File: src/design/name_directory_table_assert.svh
// Assertion macros for the name directory table.
// Each macro checks an implication on the rising clock edge, disabled in reset.
`ifndef NAME_DIRECTORY_TABLE_ASSERT_SVH
`define NAME_DIRECTORY_TABLE_ASSERT_SVH

`ifndef SYNTHESIS

// Consequent must hold in the same cycle as the antecedent.
`define NDT_ASSERT_IMP(lbl, clk, rst, ante, cons) \
   lbl: assert property (@(posedge clk) disable iff (rst) (ante) |-> (cons)) \
      else $error("name directory table check failed");

// Consequent must hold in the cycle after the antecedent.
`define NDT_ASSERT_NXT(lbl, clk, rst, ante, cons) \
   lbl: assert property (@(posedge clk) disable iff (rst) (ante) |=> (cons)) \
      else $error("name directory table check failed");

`else

`define NDT_ASSERT_IMP(lbl, clk, rst, ante, cons)
`define NDT_ASSERT_NXT(lbl, clk, rst, ante, cons)

`endif

`endif

File: src/design/ndt_pkg.sv
`timescale 1ns / 1ps

package ndt_pkg;

   localparam int DEF_TABLE_ENTRIES = 64;
   localparam int DEF_NAME_BYTES    = 8;
   localparam int KEY_W             = 64;
   localparam int SECTOR_W          = 16;
   localparam int SLOT_W            = 6;
   localparam int FUNC_W            = 3;
   localparam int STATUS_W          = 3;

   typedef enum logic [FUNC_W-1:0] {
      FN_FIND          = 3'd0,
      FN_ADD           = 3'd1,
      FN_REMOVE        = 3'd2,
      FN_MARK          = 3'd3,
      FN_QUERY         = 3'd4,
      FN_REMOVE_MARKED = 3'd5
   } func_type;

   typedef enum logic [STATUS_W-1:0] {
      ST_OK         = 3'd0,
      ST_NOT_FOUND  = 3'd1,
      ST_DUPLICATE  = 3'd2,
      ST_FULL       = 3'd3,
      ST_NOT_MARKED = 3'd4
   } status_type;

   typedef enum logic [1:0] {
      S_CLEAR,
      S_IDLE,
      S_SCAN,
      S_FINISH
   } state_type;

   // Per-entry verdict for the entry being examined.
   typedef struct packed {
      logic hit;
      logic free;
   } match_type;

endpackage

File: src/design/ndt_match.sv
`timescale 1ns / 1ps

module ndt_match #(
   parameter int NAME_BITS = 64
) (
   input  logic [ndt_pkg::FUNC_W-1:0]          func,
   input  logic [NAME_BITS-1:0]                key,
   input  logic [ndt_pkg::SECTOR_W-1:0]        sector,
   input  logic [NAME_BITS+ndt_pkg::SECTOR_W+1:0] entry,
   output ndt_pkg::match_type                  verdict
);

   import ndt_pkg::*;

   localparam int ENTRY_W  = NAME_BITS + SECTOR_W + 2;
   localparam int USED_BIT = ENTRY_W - 1;
   localparam int MARK_BIT = ENTRY_W - 2;

   logic used;
   logic marked;
   logic name_eq;
   logic sector_eq;

   assign used      = entry[USED_BIT];
   assign marked    = entry[MARK_BIT];
   assign name_eq   = entry[SECTOR_W +: NAME_BITS] == key;
   assign sector_eq = entry[SECTOR_W-1:0] == sector;

   always_comb begin
      verdict.free = !used;
      case (func)
         FN_FIND, FN_ADD, FN_REMOVE: verdict.hit = used && !marked && name_eq;
         FN_MARK:                    verdict.hit = used && !marked && sector_eq;
         FN_QUERY, FN_REMOVE_MARKED: verdict.hit = used && sector_eq;
         default:                    verdict.hit = 1'b0;
      endcase
   end

endmodule

File: config.mk
export PLATFORM = sky130hd
export DESIGN_NAME = ndt_match
export DESIGN_NICKNAME = d
export VERILOG_FILES = /design/src/design/name_directory_table_assert.svh /design/src/design/ndt_pkg.sv /design/src/design/ndt_match.sv
export SDC_FILE = /design/constraint.sdc
export NUM_CORES = 1
export LEC_CHECK = 0
export ABC_AREA = 1
export BUFFER_PORTS_ARGS = -buffer_cell sky130_fd_sc_hd__buf_4
export CAP_MARGIN = 0
export CORE_MARGIN = 2
export CORE_UTILIZATION = 32
export DETAILED_ROUTE_END_ITERATION = 10
export PLACE_DENSITY = 0.85
export SKIP_LAST_GASP = 1
export SYNTH_ARGS = -nofsm -noshare
export SYNTH_HDL_FRONTEND = slang
export SYNTH_SLANG_ARGS = --single-unit
File: constraint.sdc
create_clock -name vclk -period 1.06
set_input_delay 0.212 -clock vclk [all_inputs]
set_output_delay 0.212 -clock vclk [all_outputs]
set_load 0.03 [all_outputs]
==> qor.json <==
{
  "status": "finished with violations",
  "violations": "negative setup slack",
  "num_antenna_cells": 0,
  "critPathArrivalTime_ns": 1.35,
  "fmaxAchievable_ghz": 0.641,
  "rsz0062_at_grt": "true",
  "floorplan.die_area_sq_um": 5000,
  "layout.area.seq_sq_um": 0,
  "synth_top_cells_by_area": "nand2_1, inv_1, nor2_1",
  "setup_ws_ns": -0.499,
  "initial_utilization": 0.330,
  "maxSlewViolCount": 0,
  "seq_cell_count": 0,
  "grt_pass1_vias": 2452,
  "synth_warnings": 0,
  "p_clk_frac": 0,
  "seq_pwr_share": 0,
  "max_slew_margin": 0.850,
  "hp-class": "primary input to output pin",
  "nNetsFinal": 675,
  "drv.max_cap_violation_count": 0,
  "synth_seq_area_share": 0,
  "detailed_place_hpwl_mm": 5.25,
  "area_delta_synth_final_pct": 98.9,
  "globalplace.congestion": 0.811,
  "post-route-drc-count": 0,
  "slew_at_the_pin_closest_to_its_max_slew_limit_ns": 0.225,
  "synth.avg_cell_area_sq_um": 4.27,
  "static_leakage_nw": 1.83,
  "cellInternalPower_mw": 0.592,
  "detail_route.wl_per_cell_um": 9.90,
  "cp-end-kind": "output pin",
  "finalHoldViolations": 0,
  "layout.cells.most_common_list": "buf_4, nand2_1, inv_1",
  "post-cts-setup-buffer-count": 0,
  "crit_type": "primary input to output pin",
  "grt_remaining_overflow": 0,
  "floorplan.die.height_um": 70.7,
  "final_antenna_net_count": 0,
  "fin_tns_setup_ns": -0.499,
  "die_width_um": 70.7,
  "timing.final.crit_share": 1.47,
  "netlist.area_leader.share": 0.345,
  "clkbuf_count": 0,
  "worst-path-max-fanout": 2,
  "num_vias": 2414,
  "netlist-cell-type-count": 20,
  "setup_viol": 1,
  "route.final.wire_length_mm": 5.54,
  "post_synth_inst_count": 334,
  "worst_ep_required_time_ns": 0.85,
  "combinationalPowerShare": 1.000,
  "routed_via_density": 4.31,
  "grt_max_degree": 4,
  "total_power_consumption_of_the_routed_design_mw": 0.966,
  "post_route_cells_drive_above_1_share": 0.376,
  "pwr_density_cell_nw_per_um2": 341,
  "placement.cell_area_sq_um": 2810,
  "final_common_cell": "buf_4",
  "fp-row-count": 24,
  "sw_frac_of_total": 0.387,
  "final_period_minus_worst_setup_slack_ns": 1.56,
  "total_of_buffers_placed_on_input_and_output_ports": 167,
  "drt_first_iter_violations": 43,
  "grt_pass1_wl_mm": 9.20,
  "mappedNetlistNets": 499,
  "power.net_switching_mw": 0.374,
  "grt_antenna_before_repair": 0,
  "critical_path.startpoint_type": "primary input",
  "final_cell_area_sq_um": 2830,
  "detailedRoute.firstPassIterationCount": 4,
  "grtUsageTotal": 0.216,
  "vdd.ir_drop.worst_uv": 187,
  "synth.cell_area_sq_um": 1430,
  "fp.coreArea_sq_um": 4320,
  "netlist.top_cell.by_area": "nand2_1",
  "num_io_pins": 167
}
## power by group through the flow
stage               registers [mW]  logic, mW  clock network [mW]
finish                           0      0.966                   0
global route                     0       1.09                   0
CTS                              0      0.973                   0
detailed placement               0      0.961                   0
global placement                 0      0.938                   0
floorplan                        0      0.358                   0
## per-stage QoR
stage / hold slack (ns) / setup slack (ns) / util / instances
after global placement: 0.827 / -0.658 / 0.650 / 560
after floorplan: 0.464 / -0.215 / - / 334
after detailed placement: 0.829 / -0.651 / 0.650 / 560
after global routing: 0.842 / -0.655 / 0.655 / 560
after CTS: 0.815 / -0.506 / 0.655 / 560
final: 0.817 / -0.499 / 0.655 / 560
## cell type report
cell class	instances	area (sq um)
Multi-Input combinational cell	246	1110
Timing Repair Buffer	174	1320
Tap cell	52	65.1
Fill cell	424	1490
Inverter	88	340
## synth_stat cells (all sizes together)
cell type	instances
a22oi	1
nor3	1
a211oi	1
nand3	4
o22ai	4
or2	1
nand2	132
nor2	56
o21ai	23
nand4	2
inv	88
a21oi	2
xor2	4
xnor2	14
a22o	1
## layer usage
metal / wire length, um / vias to the layer above / track usage
met1: 1920 / 990 / 0.216
met5: 0 / - / 0
li1: - / 1314 / -
met3: 477 / 8 / 0.0285
met4: 82 / 0 / 0.0314
met2: 3060 / 102 / 0.465
## cells by family (layout without fill, tap and decap cells)
kind of cell,Yosys count,after routing,synth area share
AND/OR/NAND/NOR,196,196,0.533
XOR/XNOR,18,18,0.111
AO/OA/AOI/OAI,32,32,0.125
buffers and inverters,88,262,0.232
## path summary, 6_finish.rpt
| path | startpoint | endpoint | slack (ns) | depth (start not counted) |
|---|---|---|---|---|
| max | key[0] | verdict[1] | -0.50 | 11 |
| min | func[1] | verdict[1] | 0.82 | 5 |
## worst max-delay path, cell delays in order
cell     delay, ns
buf_4         0.11
inv_1         0.06
o21ai_1       0.07
nor2_1        0.10
nand2_1       0.07
nor2_2        0.13
nand2_1       0.09
nor2_1        0.11
nand3_1       0.12
a21oi_4       0.14
buf_6         0.14
## repair_timing
| action | 4_1_cts | 5_1_grt |
|---|---|---|
| hold buffers | 0 | 0 |
| setup endpoints to repair | 1 | 1 |
| pin swaps | 12 | 1 |
| resized for setup | 11 | 0 |
Note: power is estimated with default switching activity, not from simulation.
