===== config.mk =====
export PLATFORM = sky130hd
export DESIGN_NAME = ndt_ctrl
export DESIGN_NICKNAME = d
export VERILOG_FILES = /design/src/design/name_directory_table_assert.svh /design/src/design/ndt_pkg.sv /design/src/design/ndt_ctrl.sv
export SDC_FILE = /design/constraint.sdc
export NUM_CORES = 1
export LEC_CHECK = 0
export BUFFER_PORTS_ARGS = -buffer_cell sky130_fd_sc_hd__buf_2
export CAP_MARGIN = 5
export CORE_ASPECT_RATIO = 0.6
export CORE_MARGIN = 5
export CORE_UTILIZATION = 47
export CTS_CLUSTER_SIZE = 14
export DETAILED_ROUTE_END_ITERATION = 7
export PLACE_DENSITY = 0.8
export SLEW_MARGIN = 25
export SYNTH_ARGS = -nofsm -noshare
export SYNTH_HDL_FRONTEND = slang
export SYNTH_SLANG_ARGS = --single-unit
export TNS_END_PERCENT = 1

===== constraint.sdc =====
create_clock -name clock -period 4.53 [get_ports clock]
set_clock_uncertainty 0.05 [all_clocks]
set_input_delay 1.359 -clock clock [delete_from_list [all_inputs] [get_ports clock]]
set_output_delay 1.359 -clock clock [all_outputs]
set_load 0.005 [all_outputs]

===== src/design/name_directory_table_assert.svh =====
// Assertion macros for the name directory table.
// Each macro checks an implication on the rising clock edge, disabled in reset.
`ifndef NAME_DIRECTORY_TABLE_ASSERT_SVH
`define NAME_DIRECTORY_TABLE_ASSERT_SVH

`ifndef SYNTHESIS

// Consequent must hold in the same cycle as the antecedent.
`define NDT_ASSERT_IMP(lbl, clk, rst, ante, cons) \
   lbl: assert property (@(posedge clk) disable iff (rst) (ante) |-> (cons)) \
      else $error("name directory table check failed");

// Consequent must hold in the cycle after the antecedent.
`define NDT_ASSERT_NXT(lbl, clk, rst, ante, cons) \
   lbl: assert property (@(posedge clk) disable iff (rst) (ante) |=> (cons)) \
      else $error("name directory table check failed");

`else

`define NDT_ASSERT_IMP(lbl, clk, rst, ante, cons)
`define NDT_ASSERT_NXT(lbl, clk, rst, ante, cons)

`endif

`endif


===== src/design/ndt_pkg.sv =====
`timescale 1ns / 1ps

package ndt_pkg;

   localparam int DEF_TABLE_ENTRIES = 64;
   localparam int DEF_NAME_BYTES    = 8;
   localparam int KEY_W             = 64;
   localparam int SECTOR_W          = 16;
   localparam int SLOT_W            = 6;
   localparam int FUNC_W            = 3;
   localparam int STATUS_W          = 3;

   typedef enum logic [FUNC_W-1:0] {
      FN_FIND          = 3'd0,
      FN_ADD           = 3'd1,
      FN_REMOVE        = 3'd2,
      FN_MARK          = 3'd3,
      FN_QUERY         = 3'd4,
      FN_REMOVE_MARKED = 3'd5
   } func_type;

   typedef enum logic [STATUS_W-1:0] {
      ST_OK         = 3'd0,
      ST_NOT_FOUND  = 3'd1,
      ST_DUPLICATE  = 3'd2,
      ST_FULL       = 3'd3,
      ST_NOT_MARKED = 3'd4
   } status_type;

   typedef enum logic [1:0] {
      S_CLEAR,
      S_IDLE,
      S_SCAN,
      S_FINISH
   } state_type;

   // Per-entry verdict for the entry being examined.
   typedef struct packed {
      logic hit;
      logic free;
   } match_type;

endpackage


===== src/design/ndt_ctrl.sv =====
`timescale 1ns / 1ps

module ndt_ctrl #(
   parameter int TABLE_ENTRIES = 64,
   parameter int NAME_BITS     = 64
) (
   input  logic                                  clock,
   input  logic                                  reset,
   input  logic                                  start,
   output logic                                  busy,
   input  logic [ndt_pkg::FUNC_W-1:0]            func,
   input  logic [NAME_BITS-1:0]                  key,
   input  logic [ndt_pkg::SECTOR_W-1:0]          sector,
   output logic [$clog2(TABLE_ENTRIES)-1:0]      mem_rd_addr,
   input  logic [NAME_BITS+ndt_pkg::SECTOR_W+1:0] mem_rd_data,
   output logic                                  mem_wr_en,
   output logic [$clog2(TABLE_ENTRIES)-1:0]      mem_wr_addr,
   output logic [NAME_BITS+ndt_pkg::SECTOR_W+1:0] mem_wr_data,
   output logic [NAME_BITS-1:0]                  cmp_key,
   output logic [ndt_pkg::SECTOR_W-1:0]          cmp_sector,
   output logic [ndt_pkg::FUNC_W-1:0]            cmp_func,
   input  ndt_pkg::match_type                    verdict,
   output logic                                  rsp_valid,
   output ndt_pkg::status_type                   rsp_status,
   output logic [ndt_pkg::SECTOR_W-1:0]          rsp_sector_out,
   output logic [ndt_pkg::SLOT_W-1:0]            rsp_slot_index,
   output logic                                  rsp_is_marked
);

   import ndt_pkg::*;

   localparam int ADDR_W   = $clog2(TABLE_ENTRIES);
   localparam int ENTRY_W  = NAME_BITS + SECTOR_W + 2;
   localparam int USED_BIT = ENTRY_W - 1;
   localparam int MARK_BIT = ENTRY_W - 2;
   localparam logic [ADDR_W-1:0] LAST = ADDR_W'(TABLE_ENTRIES - 1);

   state_type            state_ff, state_in;
   logic [ADDR_W-1:0]    addr_ff;
   logic [ADDR_W-1:0]    rd_addr_ff;
   logic [FUNC_W-1:0]    func_ff;
   logic [NAME_BITS-1:0] key_ff;
   logic [SECTOR_W-1:0]  sec_ff;
   logic                 found_ff;
   logic [ADDR_W-1:0]    hit_addr_ff;
   logic [ENTRY_W-1:0]   hit_word_ff;
   logic                 free_found_ff;
   logic [ADDR_W-1:0]    free_addr_ff;

   logic                 rsp_valid_ff;
   status_type           rsp_status_ff, rsp_status_in;
   logic [SECTOR_W-1:0]  rsp_sector_ff, rsp_sector_in;
   logic [SLOT_W-1:0]    rsp_slot_ff, rsp_slot_in;
   logic                 rsp_marked_ff, rsp_marked_in;

   logic                 accept;
   logic [ADDR_W-1:0]    rep_addr;
   logic [ADDR_W+SLOT_W-1:0] rep_addr_wide;

   assign accept = (state_ff == S_IDLE) && start;

   // Next state.
   always_comb begin
      state_in = state_ff;
      case (state_ff)
         S_CLEAR:  if (addr_ff == LAST) state_in = S_IDLE;
         S_IDLE:   if (start) state_in = S_SCAN;
         S_SCAN:   if (verdict.hit || rd_addr_ff == LAST) state_in = S_FINISH;
         S_FINISH: state_in = S_IDLE;
         default:  state_in = S_CLEAR;
      endcase
   end

   // Outputs: memory access and the result of a finished scan.
   always_comb begin
      busy          = state_ff != S_IDLE;
      mem_rd_addr   = (state_ff == S_SCAN) ? addr_ff : '0;
      mem_wr_en     = 1'b0;
      mem_wr_addr   = addr_ff;
      mem_wr_data   = '0;
      rsp_status_in = ST_NOT_FOUND;
      rsp_sector_in = '0;
      rsp_marked_in = 1'b0;
      rep_addr      = '0;
      case (state_ff)
         S_CLEAR: begin
            mem_wr_en = 1'b1;
         end
         S_FINISH: begin
            if (found_ff) begin
               rep_addr      = hit_addr_ff;
               rsp_sector_in = hit_word_ff[SECTOR_W-1:0];
               mem_wr_addr   = hit_addr_ff;
               mem_wr_data   = hit_word_ff;
            end
            case (func_ff)
               FN_FIND: begin
                  if (found_ff) rsp_status_in = ST_OK;
               end
               FN_ADD: begin
                  if (found_ff) begin
                     rsp_status_in = ST_DUPLICATE;
                  end else if (free_found_ff) begin
                     rsp_status_in = ST_OK;
                     rsp_sector_in = sec_ff;
                     rep_addr      = free_addr_ff;
                     mem_wr_en     = 1'b1;
                     mem_wr_addr   = free_addr_ff;
                     mem_wr_data   = {1'b1, 1'b0, key_ff, sec_ff};
                  end else begin
                     rsp_status_in = ST_FULL;
                  end
               end
               FN_REMOVE: begin
                  if (found_ff) begin
                     rsp_status_in         = ST_OK;
                     mem_wr_en             = 1'b1;
                     mem_wr_data[USED_BIT] = 1'b0;
                  end
               end
               FN_MARK: begin
                  if (found_ff) begin
                     rsp_status_in         = ST_OK;
                     mem_wr_en             = 1'b1;
                     mem_wr_data[MARK_BIT] = 1'b1;
                  end
               end
               FN_QUERY: begin
                  if (found_ff) begin
                     rsp_status_in = ST_OK;
                     rsp_marked_in = hit_word_ff[MARK_BIT];
                  end
               end
               FN_REMOVE_MARKED: begin
                  if (found_ff) begin
                     if (hit_word_ff[MARK_BIT]) begin
                        rsp_status_in         = ST_OK;
                        mem_wr_en             = 1'b1;
                        mem_wr_data[USED_BIT] = 1'b0;
                     end else begin
                        rsp_status_in = ST_NOT_MARKED;
                     end
                  end
               end
               default: begin
                  rsp_status_in = ST_NOT_FOUND;
               end
            endcase
         end
         default: begin
            mem_wr_en = 1'b0;
         end
      endcase
      rep_addr_wide = {{SLOT_W{1'b0}}, rep_addr};
      rsp_slot_in   = rep_addr_wide[SLOT_W-1:0];
   end

   // Control registers.
   always_ff @(posedge clock) begin
      if (reset) begin
         state_ff      <= S_CLEAR;
         addr_ff       <= '0;
         found_ff      <= 1'b0;
         free_found_ff <= 1'b0;
         rsp_valid_ff  <= 1'b0;
      end else begin
         state_ff     <= state_in;
         rsp_valid_ff <= state_ff == S_FINISH;
         case (state_ff)
            S_CLEAR: begin
               addr_ff <= (addr_ff == LAST) ? '0 : addr_ff + 1'b1;
            end
            S_IDLE: begin
               // Entry zero is read every idle cycle, so the scan starts at one.
               addr_ff <= ADDR_W'(1);
               if (accept) begin
                  found_ff      <= 1'b0;
                  free_found_ff <= 1'b0;
               end
            end
            S_SCAN: begin
               if (addr_ff != LAST) addr_ff <= addr_ff + 1'b1;
               if (verdict.hit) found_ff <= 1'b1;
               if (verdict.free && !free_found_ff) free_found_ff <= 1'b1;
            end
            default: begin
               addr_ff <= addr_ff;
            end
         endcase
      end
   end

   // Payload registers.
   always_ff @(posedge clock) begin
      rd_addr_ff <= mem_rd_addr;
      if (accept) begin
         func_ff <= func;
         key_ff  <= key;
         sec_ff  <= sector;
      end
      if (state_ff == S_SCAN) begin
         if (verdict.hit) begin
            hit_addr_ff <= rd_addr_ff;
            hit_word_ff <= mem_rd_data;
         end
         if (verdict.free && !free_found_ff) free_addr_ff <= rd_addr_ff;
      end
      if (state_ff == S_FINISH) begin
         rsp_status_ff <= rsp_status_in;
         rsp_sector_ff <= rsp_sector_in;
         rsp_slot_ff   <= rsp_slot_in;
         rsp_marked_ff <= rsp_marked_in;
      end
   end

   assign cmp_key        = key_ff;
   assign cmp_sector     = sec_ff;
   assign cmp_func       = func_ff;
   assign rsp_valid      = rsp_valid_ff;
   assign rsp_status     = rsp_status_ff;
   assign rsp_sector_out = rsp_sector_ff;
   assign rsp_slot_index = rsp_slot_ff;
   assign rsp_is_marked  = rsp_marked_ff;

endmodule


==> impl_metrics.ini <==
[placement]
numPortBuffers = 375
dpl.hpwl_um = 17300
dp.cells = 1050
routabilityCongestion = 0.854
placed_area_um2 = 10300

[power_and_ir_drop]
power_density_nw_per_um2 = 387
leakagePower_nw = 4.64
irDropWorstVdd_v = 0.000298

[synthesis]
yosysMostFrequentCell = edfxtp_1
yosysTopAreaCell = edfxtp_1
synth-seq-cells = 220
seq_area_frac_synth_pct = 78.7
synth_area_um2 = 8180
async_flop_share_pct = 0
yosysWarnings = 0
synth.area.top_cells = edfxtp_1 74%, a22o_1 8.3%, dfxtp_1 4.2%, and2_1 1.7%, a22o_2 1.3%
synth.top_cell.area_share_pct = 74.5
syn_avg_cell_area_um2 = 17.9
synth_commonest_cells = 203 x edfxtp_1, 78 x a22o_1, 22 x and2_1
synth_ff_type = edfxtp_1
synthesis.nets = 634
synth_edf_count = 203
ys_types = 42
synth_cells = 458

[drt]
drt-met1-wl_um = 9060
drtIter0Drc = 457
vias_per_cell = 5.26
routed_wl_um = 23000
wire_per_inst_um = 21.2
drt_first_pass_iters = 5
route.met2.wl_um = 11300
drc = 0
vias = 5721
ant_nets = 0
dr_wl_met3_um = 2150
routed.top_layer = met4

[setup_path]
critPathKind = flip-flop to output pin
end_kind = output pin
rr_startpoint = state_ff[0]
crit_arrival_ns = 2.67
r2r-end = hit_word_ff[80]
required_ns = 3.12
start_kind = flip-flop
reg2reg_depth = 4
cp_max_fo = 22
r2r_slack_ns = 2.27

[global_routing]
track_usage_pct = 21.6
antenna_found_initial = 0
grt_pass1_vias = 5751
grt_pass1_wl_um = 34300
grt_start_max_net_pins = 66
grt_overflow = 0

[timing]
slew_headroom_pct = 35.6
timing.fmax_mhz = 245
setup_viol = 0
fin_crit_ns = 4.08
worst_slew_pin_slew_ns = 0.966
period_share_pct = 90.0
worst_hold_slack_ns = 0.409
slew_viol_final = 0
rsz0062_at_grt = false
finalSetupTns_ns = 0
hold_viol_final = 0

[cts]
clock-sinks = 220
cts.htree.levels = 1
cts_setup_buffers = 0
cts.path.max_buffers = 3
cts_tree = yes
cts_inserted_buffers = 21
clkLatencyLatePin_ns = 0.48
clkTransAtPathRegs_ns = 0.06
cts_root_buffer = clkbuf_16
ctsResizeCount = 0
cts_hold_buf = 0

[floorplan]
die_w_um = 180
num_rows = 37
design.core.area_um2 = 17100
start_util_pct = 47.8
die_h_um = 112
dieArea_um2 = 20200
io_pins = 376

[hold_path]
hp-class = flip-flop to flip-flop
min_path_cells = 0
min_to = hit_addr_ff[3]
hold_path_startpoint = rd_addr_ff[3]

[cells_and_area]
stdcell_area_um2 = 11000
area_growth_pct = 34.3
drive_gt1_share_pct = 51.6
num-nets-final = 1015
instances_no_fill = 1087
diodes = 0

[outcome]
outcome = completed

[run]
max-cap-violations = 0
==> routing by layer <==
metal | vias up | GRT usage (%)
met4 | 0 | 4.68
met2 | 319 | 36.8
li1 | 2586 | -
met3 | 40 | 6.02
met1 | 2776 | 28.0
met5 | - | 0
==> how the worst max path moves through the flow <==
stage / slack [ns] / cells after the start / startpoint / endpoint
after detailed placement: 0.96 / 6 / cmp_func[2] / mem_wr_en
after global placement: 1.0 / 6 / cmp_func[2] / mem_wr_en
after CTS: 0.45 / 5 / cmp_func[2] / mem_wr_data[0]
after global routing: 0.28 / 5 / cmp_func[2] / mem_wr_data[0]
final: 0.45 / 5 / cmp_func[2] / mem_wr_data[0]
after floorplan: 0.63 / 1 / verdict[1] / hit_addr_ff[0]
==> per-stage QoR <==
stage	utilization [%]	setup WS (ns)	total power, W
6_report	64.1	0.452	0.00425
3_5_place_dp	60.1	0.958	0.00256
4_1_cts	64.1	0.448	0.00429
2_1_floorplan	-	0.631	0.00241
5_1_grt	64.1	0.283	0.00440
3_3_place_gp	60.1	0.997	0.00255
==> critical path, cell delays in order (launching register included) <==
cell and delay (ns):
edfxtp_1 0.52, nor3b_2 0.27, and3_1 0.83, a22o_1 0.27, and2_1 0.16, buf_2 0.14
==> cell type report <==
class | count | area, um^2
Timing Repair Buffer | 385 | 1990
Sequential cell | 220 | 6440
Multi-Input combinational cell | 199 | 1520
Clock inverter | 3 | 13.8
Inverter | 12 | 46.3
Fill cell | 1278 | 6140
Clock buffer | 34 | 687
Tap cell | 234 | 293
==> where the power goes <==
| part | leakage, nW | total [W] | switching (W) | internal, W |
|---|---|---|---|---|
| Sequential | 1.99 | 0.00231 | 0.0000346 | 0.00227 |
| Combinational | 2.30 | 0.000211 | 0.000105 | 0.000106 |
| Clock | 0.348 | 0.00174 | 0.000704 | 0.00104 |
==> kinds of logic (layout without fill, tap and decap cells) <==
family                     Yosys count  count (layout)  synth area share [%]
DFF                                220             220                  78.7
AOI/OAI and AO/OA                  122             122                  12.4
and+or+nand+nor                     67              67                  4.69
buffers and inverters               39             434                  2.83
adders and majority gates            6               6                 0.917
muxes                                3               3                 0.382
xor gates and xnor gates             1               1                 0.107
==> layout by cell type, fill, tap and decap left out, types with 3 or more instances in the layout <==
master       n
and2_1      20
nor2_1      10
nor2b_1      3
clkbuf_1     4
buf_12       3
o21ai_0      4
a21oi_1     15
clkbuf_16   23
a22o_1      78
buf_2      375
a211oi_1     3
buf_4        7
nor3_1       5
a22o_2      11
edfxtp_1   203
inv_1       11
clkbuf_8     7
nand2_1     13
ha_1         5
clkinv_2     3
dfxtp_1     17
==> sequential cells by signal, summed over array words and instances (netlist names), 2 cells and up <==
register / flops
addr_ff: 6
cmp_func: 3
cmp_key: 64
cmp_sector: 16
free_addr_ff: 6
hit_addr_ff: 6
hit_word_ff: 82
rd_addr_ff: 6
rsp_sector_out: 16
rsp_slot_index: 6
rsp_status: 3
state_ff: 2
Note: power is estimated with default switching activity, not from simulation.
